==> src/rtl/core/hfam_pkg.sv <==
// ----------------------------------------------------------------------------
// hfam_pkg
// Types and helper functions of the half-float argmax stream.
// ----------------------------------------------------------------------------
package hfam_pkg;

    localparam int HALF_W  = 16;
    localparam int INDEX_W = 16;
    localparam int SINGLE_W = 32;
    localparam int KEY_W   = 17;

    typedef logic signed [KEY_W-1:0] key_t;

    typedef struct packed {
        logic [HALF_W-1:0]  value;
        key_t               key;
        logic               nan;
        logic               first;
        logic               last;
        logic [INDEX_W-1:0] pos;
    } item_t;

    function automatic logic half_is_nan(input logic [HALF_W-1:0] h);
        return (h[14:10] == 5'h1F) && (h[9:0] != 10'd0);
    endfunction

    function automatic key_t half_key(input logic [HALF_W-1:0] h);
        key_t mag;
        mag = {2'b00, h[14:0]};
        return h[15] ? -mag : mag;
    endfunction

    function automatic logic [SINGLE_W-1:0] half_to_single(input logic [HALF_W-1:0] h);
        logic [3:0]  msb;
        logic [9:0]  norm;
        logic [7:0]  expo;
        logic [31:0] res;
        msb = 4'd0;
        for (int i = 0; i < 10; i++)
        begin
            if (h[i])
                msb = 4'(i);
        end
        norm = h[9:0] << (4'd10 - msb);
        expo = 8'(msb) + 8'd103;
        if (h[14:10] == 5'h1F)
        begin
            if (h[9:0] == 10'd0)
                res = {h[15], 8'hFF, 23'd0};
            else
                res = {h[15], 8'hFF, 1'b1, h[8:0], 13'd0};
        end
        else if (h[14:10] == 5'd0)
        begin
            if (h[9:0] == 10'd0)
                res = {h[15], 31'd0};
            else
                res = {h[15], expo, norm, 13'd0};
        end
        else
        begin
            res = {h[15], 8'({3'd0, h[14:10]} + 8'd112), h[9:0], 13'd0};
        end
        return res;
    endfunction

endpackage

==> src/rtl/core/hfam_if.sv <==
// ----------------------------------------------------------------------------
// hfam_if
// Stream interfaces for input elements and argmax results.
// ----------------------------------------------------------------------------
interface hfam_in_if;
    logic        valid;
    logic        ready;
    logic [15:0] half_value;
    logic        last;
    modport source (output valid, output half_value, output last, input ready);
    modport sink   (input valid, input half_value, input last, output ready);
endinterface

interface hfam_out_if;
    logic        valid;
    logic        ready;
    logic [15:0] best_index;
    logic [31:0] best_value_bits;
    modport source (output valid, output best_index, output best_value_bits, input ready);
    modport sink   (input valid, input best_index, input best_value_bits, output ready);
endinterface

==> src/rtl/core/hfam_front.sv <==
// ----------------------------------------------------------------------------
// hfam_front
// Accepts elements, assigns positions and classifies each value.
// ----------------------------------------------------------------------------
module hfam_front
    import hfam_pkg::*;
#(
    parameter logic [INDEX_W-1:0] CAP = 16'hFFFF
)
(
    input  logic         clk,
    input  logic         rst_n,
    hfam_in_if.sink      in_stream,
    input  logic         q_full,
    output logic         push,
    output item_t        push_item
);

    logic [INDEX_W-1:0] count_reg, count_next;
    logic               started_reg, started_next;

    assign in_stream.ready = !q_full;
    assign push            = in_stream.valid && !q_full;

    always_comb
    begin
        push_item.value = in_stream.half_value;
        push_item.key   = half_key(in_stream.half_value);
        push_item.nan   = half_is_nan(in_stream.half_value);
        push_item.first = !started_reg;
        push_item.last  = in_stream.last;
        push_item.pos   = started_reg ? count_reg : '0;
    end

    always_comb
    begin
        count_next   = count_reg;
        started_next = started_reg;
        if (push)
        begin
            if (in_stream.last)
            begin
                count_next   = '0;
                started_next = 1'b0;
            end
            else
            begin
                started_next = 1'b1;
                if (push_item.pos < CAP)
                    count_next = push_item.pos + 1'b1;
                else
                    count_next = push_item.pos;
            end
        end
    end

    always_ff @(posedge clk or negedge rst_n)
    begin
        if (!rst_n)
        begin
            count_reg   <= '0;
            started_reg <= 1'b0;
        end
        else
        begin
            count_reg   <= count_next;
            started_reg <= started_next;
        end
    end

endmodule

==> src/rtl/core/hfam_queue.sv <==
// ----------------------------------------------------------------------------
// hfam_queue
// Two-entry queue between the front and back parts.
// ----------------------------------------------------------------------------
module hfam_queue
    import hfam_pkg::*;
(
    input  logic  clk,
    input  logic  rst_n,
    input  logic  push,
    input  item_t push_item,
    output logic  full,
    input  logic  pop,
    output logic  q_valid,
    output item_t q_item
);

    item_t      mem_reg [2];
    logic       wr_reg, rd_reg;
    logic [1:0] fill_reg, fill_next;

    assign full    = fill_reg[1];
    assign q_valid = fill_reg != 2'd0;
    assign q_item  = mem_reg[rd_reg];

    always_comb
    begin
        fill_next = fill_reg;
        if (push && !pop)
            fill_next = fill_reg + 2'd1;
        else if (pop && !push)
            fill_next = fill_reg - 2'd1;
    end

    always_ff @(posedge clk)
    begin
        if (push)
            mem_reg[wr_reg] <= push_item;
    end

    always_ff @(posedge clk or negedge rst_n)
    begin
        if (!rst_n)
        begin
            wr_reg   <= 1'b0;
            rd_reg   <= 1'b0;
            fill_reg <= 2'd0;
        end
        else
        begin
            if (push)
                wr_reg <= !wr_reg;
            if (pop)
                rd_reg <= !rd_reg;
            fill_reg <= fill_next;
        end
    end

endmodule

==> src/rtl/core/hfam_back.sv <==
// ----------------------------------------------------------------------------
// hfam_back
// Keeps the running maximum and emits the widened result per vector.
// ----------------------------------------------------------------------------
module hfam_back
    import hfam_pkg::*;
(
    input  logic      clk,
    input  logic      rst_n,
    input  logic      q_valid,
    input  item_t     q_item,
    output logic      pop,
    hfam_out_if.source out_stream
);

    logic [HALF_W-1:0]  best_half_reg;
    key_t               best_key_reg;
    logic               best_nan_reg;
    logic [INDEX_W-1:0] best_pos_reg;
    logic               out_valid_reg;
    logic [INDEX_W-1:0] out_index_reg;
    logic [SINGLE_W-1:0] out_bits_reg;

    logic               take;
    logic [HALF_W-1:0]  sel_half;
    logic [INDEX_W-1:0] sel_pos;

    assign pop  = q_valid && (!q_item.last || !out_valid_reg || out_stream.ready);
    assign take = q_item.first ||
                  (!q_item.nan && !best_nan_reg && (q_item.key > best_key_reg));
    assign sel_half = take ? q_item.value : best_half_reg;
    assign sel_pos  = take ? q_item.pos : best_pos_reg;

    assign out_stream.valid           = out_valid_reg;
    assign out_stream.best_index      = out_index_reg;
    assign out_stream.best_value_bits = out_bits_reg;

    always_ff @(posedge clk)
    begin
        if (pop && take)
        begin
            best_half_reg <= q_item.value;
            best_key_reg  <= q_item.key;
            best_nan_reg  <= q_item.nan;
            best_pos_reg  <= q_item.pos;
        end
        if (pop && q_item.last)
        begin
            out_index_reg <= sel_pos;
            out_bits_reg  <= half_to_single(sel_half);
        end
    end

    always_ff @(posedge clk or negedge rst_n)
    begin
        if (!rst_n)
            out_valid_reg <= 1'b0;
        else if (pop && q_item.last)
            out_valid_reg <= 1'b1;
        else if (out_stream.ready)
            out_valid_reg <= 1'b0;
    end

endmodule

==> src/rtl/core/half_float_argmax_stream_top.sv <==
// ----------------------------------------------------------------------------
// half_float_argmax_stream_top
// First-maximum search over binary16 vectors with binary32 result.
// ----------------------------------------------------------------------------
//   channel     dir  payload                        per
//   in_stream   in   half_value[15:0], last         element
//   out_stream  out  best_index[15:0], best_value   vector (on last)
//
// One element per cycle while the queue has room, set by the single
// compare-and-select in the back part. A result is registered as its last
// element leaves the queue; a last element waits while a result is unaccepted.
// Reset clears positions, queue and output valid; no clearing pass.
// The two-entry queue lets input flow while a result waits on out_stream.ready.
module half_float_argmax_stream_top
    import hfam_pkg::*;
#(
    parameter int unsigned MAX_ITEMS = 65536
)
(
    input  logic       clk,
    input  logic       rst_n,
    hfam_in_if.sink    in_stream,
    hfam_out_if.source out_stream
);

    localparam logic [INDEX_W-1:0] CAP =
        (MAX_ITEMS - 1 > 65535) ? 16'hFFFF : INDEX_W'(MAX_ITEMS - 1);

    logic  push, pop, q_full, q_valid;
    item_t push_item, q_item;

    hfam_front #(.CAP(CAP)) u_front (
        .clk(clk), .rst_n(rst_n), .in_stream(in_stream),
        .q_full(q_full), .push(push), .push_item(push_item)
    );

    hfam_queue u_queue (
        .clk(clk), .rst_n(rst_n), .push(push), .push_item(push_item),
        .full(q_full), .pop(pop), .q_valid(q_valid), .q_item(q_item)
    );

    hfam_back u_back (
        .clk(clk), .rst_n(rst_n), .q_valid(q_valid), .q_item(q_item),
        .pop(pop), .out_stream(out_stream)
    );

endmodule

==> src/flat_wrapper.sv <==
// flat-port wrapper written by rule: the top's interface ports become plain ports
module half_float_argmax_stream_top_flat import hfam_pkg::*;
#(
    parameter int unsigned MAX_ITEMS = 65536
)
  (clk, rst_n, in_stream_valid, in_stream_half_value, in_stream_last, in_stream_ready, out_stream_valid, out_stream_best_index, out_stream_best_value_bits, out_stream_ready);
  hfam_in_if in_stream_i ();
  hfam_out_if out_stream_i ();
  input  logic clk;
  input  logic rst_n;
  input wire logic [$bits(in_stream_i.valid)-1:0] in_stream_valid;
  input wire logic [$bits(in_stream_i.half_value)-1:0] in_stream_half_value;
  input wire logic [$bits(in_stream_i.last)-1:0] in_stream_last;
  output wire logic [$bits(in_stream_i.ready)-1:0] in_stream_ready;
  output wire logic [$bits(out_stream_i.valid)-1:0] out_stream_valid;
  output wire logic [$bits(out_stream_i.best_index)-1:0] out_stream_best_index;
  output wire logic [$bits(out_stream_i.best_value_bits)-1:0] out_stream_best_value_bits;
  input wire logic [$bits(out_stream_i.ready)-1:0] out_stream_ready;
  assign in_stream_i.valid = in_stream_valid;
  assign in_stream_i.half_value = in_stream_half_value;
  assign in_stream_i.last = in_stream_last;
  assign in_stream_ready = in_stream_i.ready;
  assign out_stream_valid = out_stream_i.valid;
  assign out_stream_best_index = out_stream_i.best_index;
  assign out_stream_best_value_bits = out_stream_i.best_value_bits;
  assign out_stream_i.ready = out_stream_ready;
  half_float_argmax_stream_top #(.MAX_ITEMS(MAX_ITEMS)) u_core (.clk(clk), .rst_n(rst_n), .in_stream(in_stream_i), .out_stream(out_stream_i));
endmodule
==> config.mk <==
export PLATFORM = sky130hd
export DESIGN_NAME = half_float_argmax_stream_top_flat
export DESIGN_NICKNAME = d
export VERILOG_FILES = /design/src/rtl/core/hfam_pkg.sv /design/src/rtl/core/hfam_if.sv /design/src/rtl/core/hfam_front.sv /design/src/rtl/core/hfam_queue.sv /design/src/rtl/core/hfam_back.sv /design/src/rtl/core/half_float_argmax_stream_top.sv /design/src/flat_wrapper.sv
export SDC_FILE = /design/constraint.sdc
export NUM_CORES = 1
export LEC_CHECK = 0
export ABC_AREA = 1
export CORE_ASPECT_RATIO = 1.2
export CORE_MARGIN = 10
export CORE_UTILIZATION = 58
export DETAILED_ROUTE_END_ITERATION = 16
export DONT_BUFFER_PORTS = 1
export PLACE_DENSITY_LB_ADDON = 0.12
export SLEW_MARGIN = 30
export SYNTH_ARGS = -nofsm -noshare
export SYNTH_HDL_FRONTEND = slang
export SYNTH_HIERARCHICAL = 1
export SYNTH_SLANG_ARGS = --single-unit
==> constraint.sdc <==
create_clock -name clk -period 6.9 [get_ports clk]
set_clock_uncertainty 0.05 [all_clocks]
set_input_delay 2.07 -clock clk [delete_from_list [all_inputs] [get_ports clk]]
set_output_delay 2.07 -clock clk [all_outputs]
set_load 0.01 [all_outputs]
==> flow_summary.toml <==
[status]
outcome = "finished clean"

[worst_hold_path]
min_path_cells = 2
min-delay-start = "u_core/u_front/count_reg[10]"
holdCritPathClass = "flop to flop"
min_to = "u_core/u_front/count_reg[10]"

[run]
maxCapViolCount = 0

[placement]
gp_congestion = 0.918
dpl_cell_area_um2 = 10400
dp_slack_ps = 1280
hpwl_um = 15200
io_buffers = 0

[timing]
period_share = 0.817
setup_viol = 0
fin_ws_ps = 1260
rsz0062_at_grt = "false"
fin_crit_ps = 5640
max_freq_mhz = 177
maxSlewViolCount = 0
tns_ps = 0
tightestPinTransition_ps = 880
relSlewSlack = 0.412
finalHoldViolations = 0

[cts]
numClockSinks = 210
cts_resized = 0
cts.hold.buffers_added = 0
clockBufferDepth = 3
cts_setup_buffers = 0
tritoncts = "done"
insertion_delay_ps = 490
cts_inserted_buffers = 22
path_clk_slew_ps = 60
root_buffer = "clkbuf_16"
cts-htree-levels = 1

[setup_path]
r2r-start = "u_core/u_queue/rd_reg"
timing.critical_path.mode_cell = "nand2_1"
r2r_end = "u_core/u_back/out_stream.best_value_bits[22]"
cp.required_ps = 7090
end_kind = "flop"
max_stage_delay_ps = 920
slowest_stage = "dfrtp_2"
cp.arrival_ps = 5830
critical_path_class = "flop to flop"
r2r_slack_ps = 1260
r2r_cells = 29
critPathMaxFanout = 37
start_kind = "flop"

[route]
vias_per_cell = 5.42
drtIter0Drc = 452
ant_nets = 0
vias = 6320
drc = 0
drtPass1Iterations = 6
wire_per_inst_um = 17.7
finalWirelength_um = 20700

[layout]
antenna_cells = 0
multiInputGateArea_um2 = 3410
area_growth_pct = 6.50
fin_util = 0.632
regArea_um2 = 6200
fill_cells = 1345
final_cell_area_um2 = 11100
drive_above_1_share = 0.152
largest_reg_flops = 104
final_nets = 972
final_common_cell = "nand2_1"
final_cell_mix = "265 x nand2_1, 188 x edfxtp_1, 110 x inv_1, 49 x mux2_4, 48 x nand3_1"

[synth]
avgSynthCellArea_um2 = 11.1
ys_types = 49
ys_top_cells_by_area = "edfxtp_1 54%, nand2_1 9.5%, mux2_4 7.1%"
synth_seq_area_share = 0.594
syn-cell-area_um2 = 10400
synth_seq_cells = 210
synth_warnings = 6
synth_top_area_share = 0.541
netlist_instances = 940
synth_top_area_cell = "edfxtp_1"

[pwr]
pwr_density_cell_nw_per_um2 = 525
peakVddDrop_mv = 0.248
power_leakage_nw = 4.77

[floorplan]
ioPinCount = 71
fp.dieH_um = 167
dieWidth_um = 142
core-area_um2 = 17600
dieArea_um2 = 23800
fp-row-count = 53
initial_core_util = 0.593

[global_routing]
grt_pass1_vias = 6196
grt_remaining_overflow = 0
grt_antenna_before_repair = 0
grt_pass1_wl_um = 32500
grt_use_total = 0.169
grt_max_degree = 38
[cell families (layout without fill, tap and decap cells)]
logic type | count (synthesis) | after routing | synth area share
mux | 54 | 54 | 0.0757
flops | 210 | 210 | 0.594
simple gates | 410 | 410 | 0.173
other cells | 1 | 13 | 0.000360
compound gates | 59 | 59 | 0.0328
buf+inv | 171 | 164 | 0.0848
fa+ha+maj | 21 | 21 | 0.0252
xor+xnor | 14 | 14 | 0.0136
[Yosys cell counts (all sizes together)]
library cell  instances
conb                  1
a21oi                13
mux2                 52
ha                   21
clkinv                1
nand3b                4
dfrtp                22
nand2               280
o22ai                 4
a21o                  2
nand3                51
xor2                 12
clkbuf                5
or2                   1
o21a                  1
nand4                 7
nor3                  4
and3                  1
and2                  2
xnor2                 2
nor2                 59
a31oi                 4
nor4                  1
mux2i                 2
o21ai                28
edfxtp              188
o211ai                4
a21boi                1
o31ai                 2
buf                  46
inv                 119
[layer usage]
layer,global-route usage,up-vias,share of wire,wire length (um)
met3,0.0302,32,0.054,1110
met5,0,-,0,0
li1,-,3063,-,-
met4,0.0546,0,0.023,478
met1,0.214,3028,0.43,8840
met2,0.285,197,0.50,10200
[cell type report]
class	count	share of cell area
multi-input combinational	571	0.307
clock buffer	30	0.0569
clock inverter	9	0.00946
tap	220	0.0248
timing repair buffer	5	0.00338
sequential	210	0.558
inverter	120	0.0407
[worst max-delay path: cells and delay by family (launching register included)]
kind	cells	cell delay, ps
adders and majority gates	2	910
buffers and inverters	4	860
DFF	1	920
and+or+nand+nor	22	2240
muxes	1	370
[where the power goes]
group	total (W)	leakage [nW]	internal [W]	switching, W
Clock	0.00118	0.350	0.000716	0.000462
Combinational	0.00237	2.38	0.000819	0.00156
Sequential	0.00228	2.04	0.00203	0.000253
Total	0.00583	4.77	0.00356	0.00227
[worst max path at each step]
| stage | from | endpoint | slack, ps | cells past startpoint |
|---|---|---|---|---|
| global route | u_core/u_queue/rd_reg | u_core/u_back/out_stream.best_value_bits[18] | 730 | 27 |
| floorplan | in_stream_valid | u_core/u_queue/mem_reg[0][0] | 1740 | 4 |
| global placement | u_core/u_queue/rd_reg | u_core/u_back/out_stream.best_value_bits[22] | 1410 | 29 |
| CTS | u_core/u_queue/rd_reg | u_core/u_back/out_stream.best_value_bits[22] | 1280 | 29 |
| detailed placement | u_core/u_queue/rd_reg | u_core/u_back/out_stream.best_value_bits[22] | 1280 | 29 |
| finish | u_core/u_queue/rd_reg | u_core/u_back/out_stream.best_value_bits[22] | 1260 | 29 |
[metrics by stage]
step	cells	power [W]	hold WS [ps]
floorplan	952	0.00419	399
global placement	1126	0.00463	413
detailed placement	1126	0.00467	419
CTS	1165	0.00586	434
global route	1165	0.00621	476
finish	1165	0.00583	432
No activity file was read; power rests on OpenSTA's default activity.
